==> src/sv/spc_pkg.sv <==
`timescale 1ns / 1ps
// ----------------------------------------------------------------------------
// spc_pkg
// Types and constants shared by the stepper position controller.
// ----------------------------------------------------------------------------
package spc_pkg;

    localparam int QUEUE_DEPTH   = 8;
    localparam int POSITION_BITS = 16;
    localparam int ARG_BITS      = 16;
    localparam int DELAY_BITS    = ARG_BITS + 1;
    localparam int QIDX_W        = (QUEUE_DEPTH > 1) ? $clog2(QUEUE_DEPTH) : 1;
    localparam int QCNT_W        = $clog2(QUEUE_DEPTH + 1);

    localparam logic [ARG_BITS-1:0] STEP_DELAY_RESET = ARG_BITS'(50);

    // Word kinds.
    localparam logic KIND_TICK    = 1'b0;
    localparam logic KIND_COMMAND = 1'b1;

    // Command codes.
    localparam logic [1:0] OP_MOVE_TO   = 2'd0;
    localparam logic [1:0] OP_HOME      = 2'd1;
    localparam logic [1:0] OP_PAUSE     = 2'd2;
    localparam logic [1:0] OP_SET_DELAY = 2'd3;

    // Published status codes.
    localparam logic [1:0] STATUS_CALIB   = 2'd0;
    localparam logic [1:0] STATUS_IDLE    = 2'd1;
    localparam logic [1:0] STATUS_MOVING  = 2'd2;
    localparam logic [1:0] STATUS_WAITING = 2'd3;

    typedef enum logic [2:0] {
        MODE_CALIB  = 3'b001,
        MODE_IDLE   = 3'b010,
        MODE_MOVING = 3'b100
    } t_mode;

    typedef struct packed {
        logic                kind;
        logic                detector_active;
        logic [1:0]          command_type;
        logic [ARG_BITS-1:0] command_argument;
    } t_in_word;

    typedef struct packed {
        logic                     step_right;
        logic                     step_left;
        logic [1:0]               status_mode;
        logic [POSITION_BITS-1:0] status_position;
        logic                     command_dropped;
    } t_out_word;

    typedef struct packed {
        logic [1:0]          command_type;
        logic [ARG_BITS-1:0] command_argument;
    } t_cmd_entry;

endpackage

==> src/sv/stepper_position_controller.sv <==
`timescale 1ns / 1ps
// ----------------------------------------------------------------------------
// stepper_position_controller
// Stepper position controller with homing, command queue and tick-paced
// iterations.
// ----------------------------------------------------------------------------
//
//  Channel | Direction | Handshake                 | Word
//  --------+-----------+---------------------------+----------------------
//  in      | input     | i_in_valid / o_in_stall   | t_in_word  (tick or command)
//  out     | output    | o_out_valid / i_out_stall | t_out_word (one per input)
//  cfg     | input     | i_cfg_we                  | i_cfg_data (home offset)
//
// One word can be accepted in every clock cycle while the input side is not
// stalled. An accepted word lands in the input register, the controller
// logic works on it once the result register is free, and its result word
// is then loaded into the result register.
// Reset is synchronous and active low; it puts the controller in
// calibration with an empty queue, without any clearing pass.
// A stalled output holds its word, and the input register still takes one
// more word before the input side is stalled. Once both registers are full,
// the input stall follows the output stall within the same cycle.
//
module stepper_position_controller
    import spc_pkg::*;
(
    input  logic                     i_clk,
    input  logic                     i_rst_n,
    input  logic                     i_in_valid,
    output logic                     o_in_stall,
    input  t_in_word                 i_in_word,
    output logic                     o_out_valid,
    input  logic                     i_out_stall,
    output t_out_word                o_out_word,
    input  logic                     i_cfg_we,
    input  logic [POSITION_BITS-1:0] i_cfg_data
);

    // Reload value of the delay counter: ticks minus one, floored at zero.
    function automatic logic [DELAY_BITS-1:0] reload_of(input logic [DELAY_BITS-1:0] ticks);
        reload_of = (ticks == '0) ? '0 : ticks - 1'b1;
    endfunction

    // Input register and result register.
    logic      r_in_valid;
    t_in_word  r_in;
    logic      r_out_valid;
    t_out_word r_out;

    // Controller state.
    logic [POSITION_BITS-1:0] r_home_offset;
    t_mode                    r_mode,  n_mode;
    logic [POSITION_BITS-1:0] r_position, n_position;
    logic [POSITION_BITS-1:0] r_target, n_target;
    logic [ARG_BITS-1:0]      r_step_delay, n_step_delay;
    logic [DELAY_BITS-1:0]    r_delay_left, n_delay_left;
    logic [1:0]               r_shown_mode, n_shown_mode;
    logic [POSITION_BITS-1:0] r_shown_position, n_shown_position;
    logic [QIDX_W-1:0]        r_head, n_head;
    logic [QCNT_W-1:0]        r_count, n_count;

    // Command queue storage. Entries are read only after being written.
    t_cmd_entry r_store [QUEUE_DEPTH];

    logic       w_out_free;
    logic       w_load;
    logic       w_work;
    logic       w_store_we;
    logic [QIDX_W-1:0]  w_tail;
    logic [QCNT_W:0]    w_tail_sum;
    t_cmd_entry w_entry;
    t_out_word  n_out;

    // The result register frees up when empty or when its word is taken.
    assign w_out_free = !r_out_valid || !i_out_stall;
    // The input register loads when empty or when its word moves on.
    assign w_load     = !r_in_valid || w_out_free;
    assign w_work     = r_in_valid && w_out_free;
    assign o_in_stall = !w_load;

    assign o_out_valid = r_out_valid;
    assign o_out_word  = r_out;

    // Write slot of the queue: head plus fill count, wrapped at the depth.
    assign w_tail_sum = (QCNT_W + 1)'(r_head) + (QCNT_W + 1)'(r_count);
    always_comb begin
        if (w_tail_sum >= (QCNT_W + 1)'(QUEUE_DEPTH)) begin
            w_tail = QIDX_W'(w_tail_sum - (QCNT_W + 1)'(QUEUE_DEPTH));
        end else begin
            w_tail = QIDX_W'(w_tail_sum);
        end
    end

    assign w_entry = r_store[r_head];

    always_comb begin
        n_mode           = r_mode;
        n_position       = r_position;
        n_target         = r_target;
        n_step_delay     = r_step_delay;
        n_delay_left     = r_delay_left;
        n_shown_mode     = r_shown_mode;
        n_shown_position = r_shown_position;
        n_head           = r_head;
        n_count          = r_count;
        w_store_we       = 1'b0;
        n_out            = '0;

        if (w_work) begin
            if (r_in.kind == KIND_COMMAND) begin
                // A command goes into the queue unless the queue is full.
                if (r_count == QCNT_W'(QUEUE_DEPTH)) begin
                    n_out.command_dropped = 1'b1;
                end else begin
                    w_store_we = 1'b1;
                    n_count    = r_count + 1'b1;
                end
            end else if (r_delay_left != '0) begin
                n_delay_left = r_delay_left - 1'b1;
            end else begin
                // One controller iteration: publish status, then act.
                n_delay_left     = reload_of(DELAY_BITS'(r_step_delay));
                n_shown_position = r_position;
                case (r_mode)
                    MODE_CALIB: begin
                        n_shown_mode = STATUS_CALIB;
                        if (r_in.detector_active) begin
                            n_mode     = MODE_IDLE;
                            n_position = r_home_offset;
                            n_target   = '0;
                        end else begin
                            n_out.step_left = 1'b1;
                        end
                    end
                    MODE_IDLE: begin
                        n_shown_mode = STATUS_IDLE;
                        if (r_count == '0) begin
                            // Nothing queued: try again on the next tick.
                            n_delay_left = '0;
                        end else begin
                            n_head  = (r_head == QIDX_W'(QUEUE_DEPTH - 1)) ?
                                      '0 : r_head + 1'b1;
                            n_count = r_count - 1'b1;
                            case (w_entry.command_type)
                                OP_MOVE_TO: begin
                                    n_target = POSITION_BITS'(w_entry.command_argument);
                                    n_mode   = MODE_MOVING;
                                end
                                OP_HOME: begin
                                    n_mode = MODE_CALIB;
                                end
                                OP_SET_DELAY: begin
                                    n_step_delay = w_entry.command_argument;
                                    n_delay_left =
                                        reload_of(DELAY_BITS'(w_entry.command_argument));
                                end
                                default: begin
                                    // Wait: shows waiting for argument plus delay ticks.
                                    n_shown_mode = STATUS_WAITING;
                                    n_delay_left = reload_of(
                                        DELAY_BITS'(w_entry.command_argument) +
                                        DELAY_BITS'(r_step_delay));
                                end
                            endcase
                        end
                    end
                    MODE_MOVING: begin
                        n_shown_mode = STATUS_MOVING;
                        if (r_position < r_target) begin
                            n_out.step_right = 1'b1;
                            n_position       = r_position + 1'b1;
                        end else if (r_position > r_target) begin
                            n_out.step_left = 1'b1;
                            n_position      = r_position - 1'b1;
                        end else begin
                            n_mode = MODE_IDLE;
                        end
                    end
                    default: begin
                        n_mode = MODE_IDLE;
                    end
                endcase
            end
            n_out.status_mode     = n_shown_mode;
            n_out.status_position = n_shown_position;
        end
    end

    always_ff @(posedge i_clk) begin
        if (!i_rst_n) begin
            r_in_valid       <= 1'b0;
            r_out_valid      <= 1'b0;
            r_home_offset    <= '0;
            r_mode           <= MODE_CALIB;
            r_position       <= '0;
            r_target         <= '0;
            r_step_delay     <= STEP_DELAY_RESET;
            r_delay_left     <= '0;
            r_shown_mode     <= STATUS_IDLE;
            r_shown_position <= '0;
            r_head           <= '0;
            r_count          <= '0;
        end else begin
            if (w_load) begin
                r_in_valid <= i_in_valid;
            end
            if (w_out_free) begin
                r_out_valid <= r_in_valid;
            end
            if (i_cfg_we) begin
                r_home_offset <= i_cfg_data;
            end
            r_mode           <= n_mode;
            r_position       <= n_position;
            r_target         <= n_target;
            r_step_delay     <= n_step_delay;
            r_delay_left     <= n_delay_left;
            r_shown_mode     <= n_shown_mode;
            r_shown_position <= n_shown_position;
            r_head           <= n_head;
            r_count          <= n_count;
        end
    end

    // Payload registers carry no reset.
    always_ff @(posedge i_clk) begin
        if (w_load) begin
            r_in <= i_in_word;
        end
        if (w_work) begin
            r_out <= n_out;
        end
        if (w_store_we) begin
            r_store[w_tail] <= '{command_type:     r_in.command_type,
                                 command_argument: r_in.command_argument};
        end
    end

endmodule

==> config.mk <==
export PLATFORM = sky130hd
export DESIGN_NAME = stepper_position_controller
export DESIGN_NICKNAME = d
export VERILOG_FILES = /design/src/sv/spc_pkg.sv /design/src/sv/stepper_position_controller.sv
export SDC_FILE = /design/constraint.sdc
export NUM_CORES = 1
export LEC_CHECK = 0
export BUFFER_PORTS_ARGS = -buffer_cell sky130_fd_sc_hd__buf_4
export CORE_MARGIN = 4
export CORE_UTILIZATION = 30
export DETAILED_ROUTE_END_ITERATION = 10
export GPL_ROUTABILITY_DRIVEN = 0
export PLACE_DENSITY_LB_ADDON = 0.2
export REMOVE_ABC_BUFFERS = 1
export SLEW_MARGIN = 20
export SYNTH_ARGS = -nofsm -noshare
export SYNTH_HDL_FRONTEND = slang
export SYNTH_SLANG_ARGS = --single-unit
export TNS_END_PERCENT = 10
==> constraint.sdc <==
create_clock -name i_clk -period 11.38 [get_ports i_clk]
set_clock_uncertainty 0.2 [all_clocks]
set_input_delay 1.138 -clock i_clk [delete_from_list [all_inputs] [get_ports i_clk]]
set_output_delay 1.138 -clock i_clk [all_outputs]
set_load 0.01 [all_outputs]
* Word-level counts from Yosys, hierarchy flattened
Memories as Yosys holds them, arrays and structs flattened. A register that Yosys moved wholly into a read port is not among the register bits.
Cells that the tools add are included.
Widths: inputs -> output; s select.
** Word-level totals
- Bits of input ports :: 41
- Logic and storage cells :: 133
- Memories kept :: 1
- Output and inout port bits :: 23
- Bits in registers :: 152
- RAM bits :: 144
** Operators by class
- Add/sub/neg operators :: 12
- Order comparisons :: 3
- Bitwise logic cells :: 4
- Muxes and demuxes :: 48
- Equal/unequal tests :: 17
- Reduce and logical (&&, ||, !) cells :: 27
** Memory list
- r_store :: depth 8, bits a word 18, rd ports 1, clocked after memory_dff 1, wr ports 1, line stepper_position_controller.sv:63 : t_cmd_entry r_store [QUEUE_DEPTH];
** Operators with widths (number)
- $mux 16 :: 8
- $mux 17 :: 6
- $pmux 16 s2 :: 2
- $pmux 17 s2 :: 1
- $sub 16x1->17 const B :: 2
- $sub 17x1->17 const B :: 2
- $logic_not 16->1 :: 2
- $mux 3 :: 8
- $mux 4 :: 5
- $add 16x16->17 :: 1
- $logic_not 17->1 :: 1
- $reduce_bool 17->1 :: 1
- $add 16x1->16 const B :: 1
- $gt 16x16->1 :: 1
- $lt 16x16->1 :: 1
- $ne 2x2->1 const B :: 8
- $sub 16x1->16 const B :: 1
- $reduce_and 6->1 :: 2
- $mux 1 :: 10
- $reduce_and 5->1 :: 2
- $pmux 3 s3 :: 1
- $mux 2 :: 4
- $reduce_and 8->1 :: 1
- $reduce_and 7->1 :: 1
- 26 further kinds :: 39

* Logic depth before layout (Yosys ltp)
- Depth in word-level cells :: 7
- Mapped depth :: 19
- Gate-level depth less buffers :: 17

* Worst setup path after synthesis
Ideal clock, no wire load.
- Path kind :: register -> register
- From :: register with a tool-made name
- To :: register r_delay_left[8]
- Path buffers :: 6
- Arrival :: 4.728 ns
- Slack :: 6.318 ns
- Data required time :: 11.046 ns
- Period minus slack after synthesis :: 5.062 ns
- Setup time :: 0.134 ns
- Cell stages (with the launch flop) :: 20
- Cell sequence :: dfxtp_1 buf_6 buf_12 buf_6 buf_6 buf_2 mux4_2 mux2i_1 inv_1 ha_1 a21o_1 a221oi_2 a2111oi_0 or3_1 a211o_1 or2_1 or3_1 clkbuf_1 o211ai_1 a211oi_1
** RTL lines
- end signal, assigned :: line stepper_position_controller.sv:217 : r_delay_left <= n_delay_left;
- end, declared :: line stepper_position_controller.sv:56 : logic [DELAY_BITS-1:0] r_delay_left, n_delay_left;

==> impl_metrics.toml <==
[outcome]
run_status = "completed"

[cells_and_area]
drive_gt1_share_pct = 14.7
register_area_sq_um = 7840
synthToLayoutAreaGrowth_pct = 15.2
fill_cells = 5032
multi_input_area_sq_um = 7180
layoutNonFillerInstCount = 2192
n_antenna_cell = 0
fin_nets = 1595
design_area_sq_um = 17800

[hold_path]
hp-class = "register to register"

[grt]
grt_pass1_vias = 11000
antenna_found_initial = 0
grt_max_degree = 54
grt.total_usage_pct = 15.0
use_met1_pct = 21.8
grt_pass1_wl_um = 66200
met3_usage_pct = 2.25
overflow = 0
grt.met2_usage_pct = 23.5
busiest_layer = "met2"

[logic_synthesis]
synth_ff_type = "edfxtp_1"
synthArstFlopShare_pct = 0
synth_seq_cells = 299
synth_top_area_share_pct = 35.9
yosysSeqAreaShare_pct = 50.6
yosys_warnings = 0
synth_top_cell_by_area = "edfxtp_1"
synthesis.area_sq_um = 15500
syn_inst = 1429
ys_types = 82
synth_enable_flop_cells = 185
avgSynthCellArea_sq_um = 10.8
synth.area.top_cells = "edfxtp_1 (36%), dfxtp_1 (15%), ha_1 (4.6%), mux4_2 (4.2%), nor2_1 (3.7%)"

[placement]
placed_area_sq_um = 16700
port-buffer-count = 63
dp_hpwl_um = 29800
dp.cells = 2128

[clocking]
cts_resized = 0
clock_sinks = 299
ctsRootBufferMaster = "clkbuf_16"
clkTransAtPathRegs_ps = 60
cts_max_path_buffers = 3
cts-hold-fix-buffers = 0
clk_latency_ps = 550
tritoncts = "done"
htreeDepth = 2
cts_made_buffers = 35
post-cts-setup-buffers = 0

[detailed_routing]
finalWirelength_um = 42300
viasPerCell = 5.16
drtAntennaViolNets = 0
dr.first_iter.drc_count = 897
route.detailed.drc = 0
drt-pass1-iter-count = 5
wl_per_cell_um = 19.3
vias = 11300

[critical_path]
required_ps = 11570
critPathTopFamily = "compound AO/OA/AOI/OAI gates"
slowest_stage = "a221oi_1"
max_stage_delay_ps = 710
crit_type = "register to register"
crit_chain = "buf_4 > mux4_2 > nor2_1 > a221oi_1 > ha_1 > fa_1 > a21o_1 > a221oi_2 > a2111oi_0 > o21ai_0 > xor2_1 > nand4b_1 > or3_1 > o211ai_1 > a211oi_1"
path_max_fanout = 42
crit_buf_inv = 1
start_kind = "register"
end_kind = "register"
critPathArrivalTime_ps = 5760

[timing]
tns_ps = 0
rsz0062_at_grt = "no"
finalSetupViolCount = 0
max_freq_ghz = 0.180
tightest_slew_ps = 1030
fin_crit_sh_pct = 48.9
hold_viol = 0
final_max_slew_viol_count = 0
slew-limit-headroom_pct = 29.2
final.min_clock_period_ps = 5570

[floorplanning]
die_w_um = 235
die_h_um = 235
coreArea_sq_um = 50600
boundaryPins = 64
num_rows = 82
die_area_sq_um = 55300
start_util_pct = 30.6

[power]
ir_drop_uv = 111
power_mw = 2.68
p_leak_nw = 6.43
power_density_nw_per_um2 = 150

[run]
drv_cap = 0
[registers in the layout, indices dropped and copies added (netlist names), named ones only]
signal,cells
r_store,144
r_home_offset,16
o_out_word,21
r_in_valid,1
r_in,20
r_head,3
r_target,16
r_shown_mode,2
r_count,4
r_mode,3
r_position,16
o_out_valid,1
r_delay_left,17
r_step_delay,16
r_shown_position,16
[path summary, 6_finish.rpt]
path	startpoint	endpoint	slack, ps	cells after the start
hold / removal	r_shown_position[6]$_SDFFE_PN0P_	r_shown_position[6]$_SDFFE_PN0P_	250	2
hold reg to reg	r_shown_position[6]$_SDFFE_PN0P_	r_shown_position[6]$_SDFFE_PN0P_	250	2
setup reg to reg	register	r_delay_left[8]$_SDFFE_PN0P_	5810	15
setup / recovery	register	r_delay_left[8]$_SDFFE_PN0P_	5810	15
[layout make-up]
class / instances / area share, %
timing repair buffer: 91 / 3.83
inverter: 52 / 1.09
clock inverter: 15 / 0.659
clock buffer: 49 / 5.49
multi-input combinational: 1014 / 40.3
tap: 672 / 4.71
sequential: 299 / 44.0
[stage by stage]
stage               util, %  hold WS (ps)  setup slack, ps
global route           35.3           269             5220
CTS                    35.3           254             5780
floorplan                 -           233             5650
global placement       33.1           238             5900
finish                 35.3           253             5810
detailed placement     33.1           245             5800
[layout by cell type, fill, tap and decap left out, drive strengths merged, types with 8 or more instances in the layout]
cell type  count
mux2i         38
nand2b        10
and3          10
nand4         18
a21oi        105
or2           10
mux4          35
xor2          32
a31oi         14
inv           53
a21o          17
mux2          20
nor2b          9
a211oi        24
ha            57
or3           15
edfxtp       185
o21ai         57
nand3         30
clkinv        13
o211ai        12
a311oi        11
clkbuf        49
nor4          12
dfxtp        114
nand2        125
xnor2         38
nor2         152
nor3          62
o31ai          8
buf           91
[metal layers]
layer	vias up	part of all wire, %
li1	5466	-
met1	5533	48
met2	252	45
met3	61	4.2
met4	0	2.0
met5	-	0
[logic make-up after synthesis]
group	share of synthesized area [%]
buf+inv	3.24
xor+xnor	3.96
simple gates	15.4
flops	50.6
mux	9.25
compound gates	12.3
fa+ha+maj	5.12
[cells in the mapped netlist (19+ instances only)]
library cell and count:
clkbuf_1 45, xnor2_1 38, ha_1 57, o21ai_0 53, nor2_1 152, inv_1 51
mux2_2 19, edfxtp_1 185, nor3_1 62, nand2_1 125, xor2_1 32, mux4_2 29
mux2i_1 37, a211oi_1 24, dfxtp_1 114, a21oi_1 105, nand3_1 30
[worst reg2reg max path, delay by kind of cell, from the launching register on]
kind,cells,cell delay (ps)
AO/OA/AOI/OAI,7,2260
AND/OR/NAND/NOR,3,700
buffers and inverters,1,560
adder cells (fa/ha/maj),2,560
XOR/XNOR,1,460
multiplexers,1,380
flip-flops,1,310
[report_power, final]
group / internal, mW / switching [mW]
Sequential: 1.18 / 0.0274
Combinational: 0.157 / 0.248
Clock: 0.608 / 0.459
No activity file was read; power rests on OpenSTA's default activity.
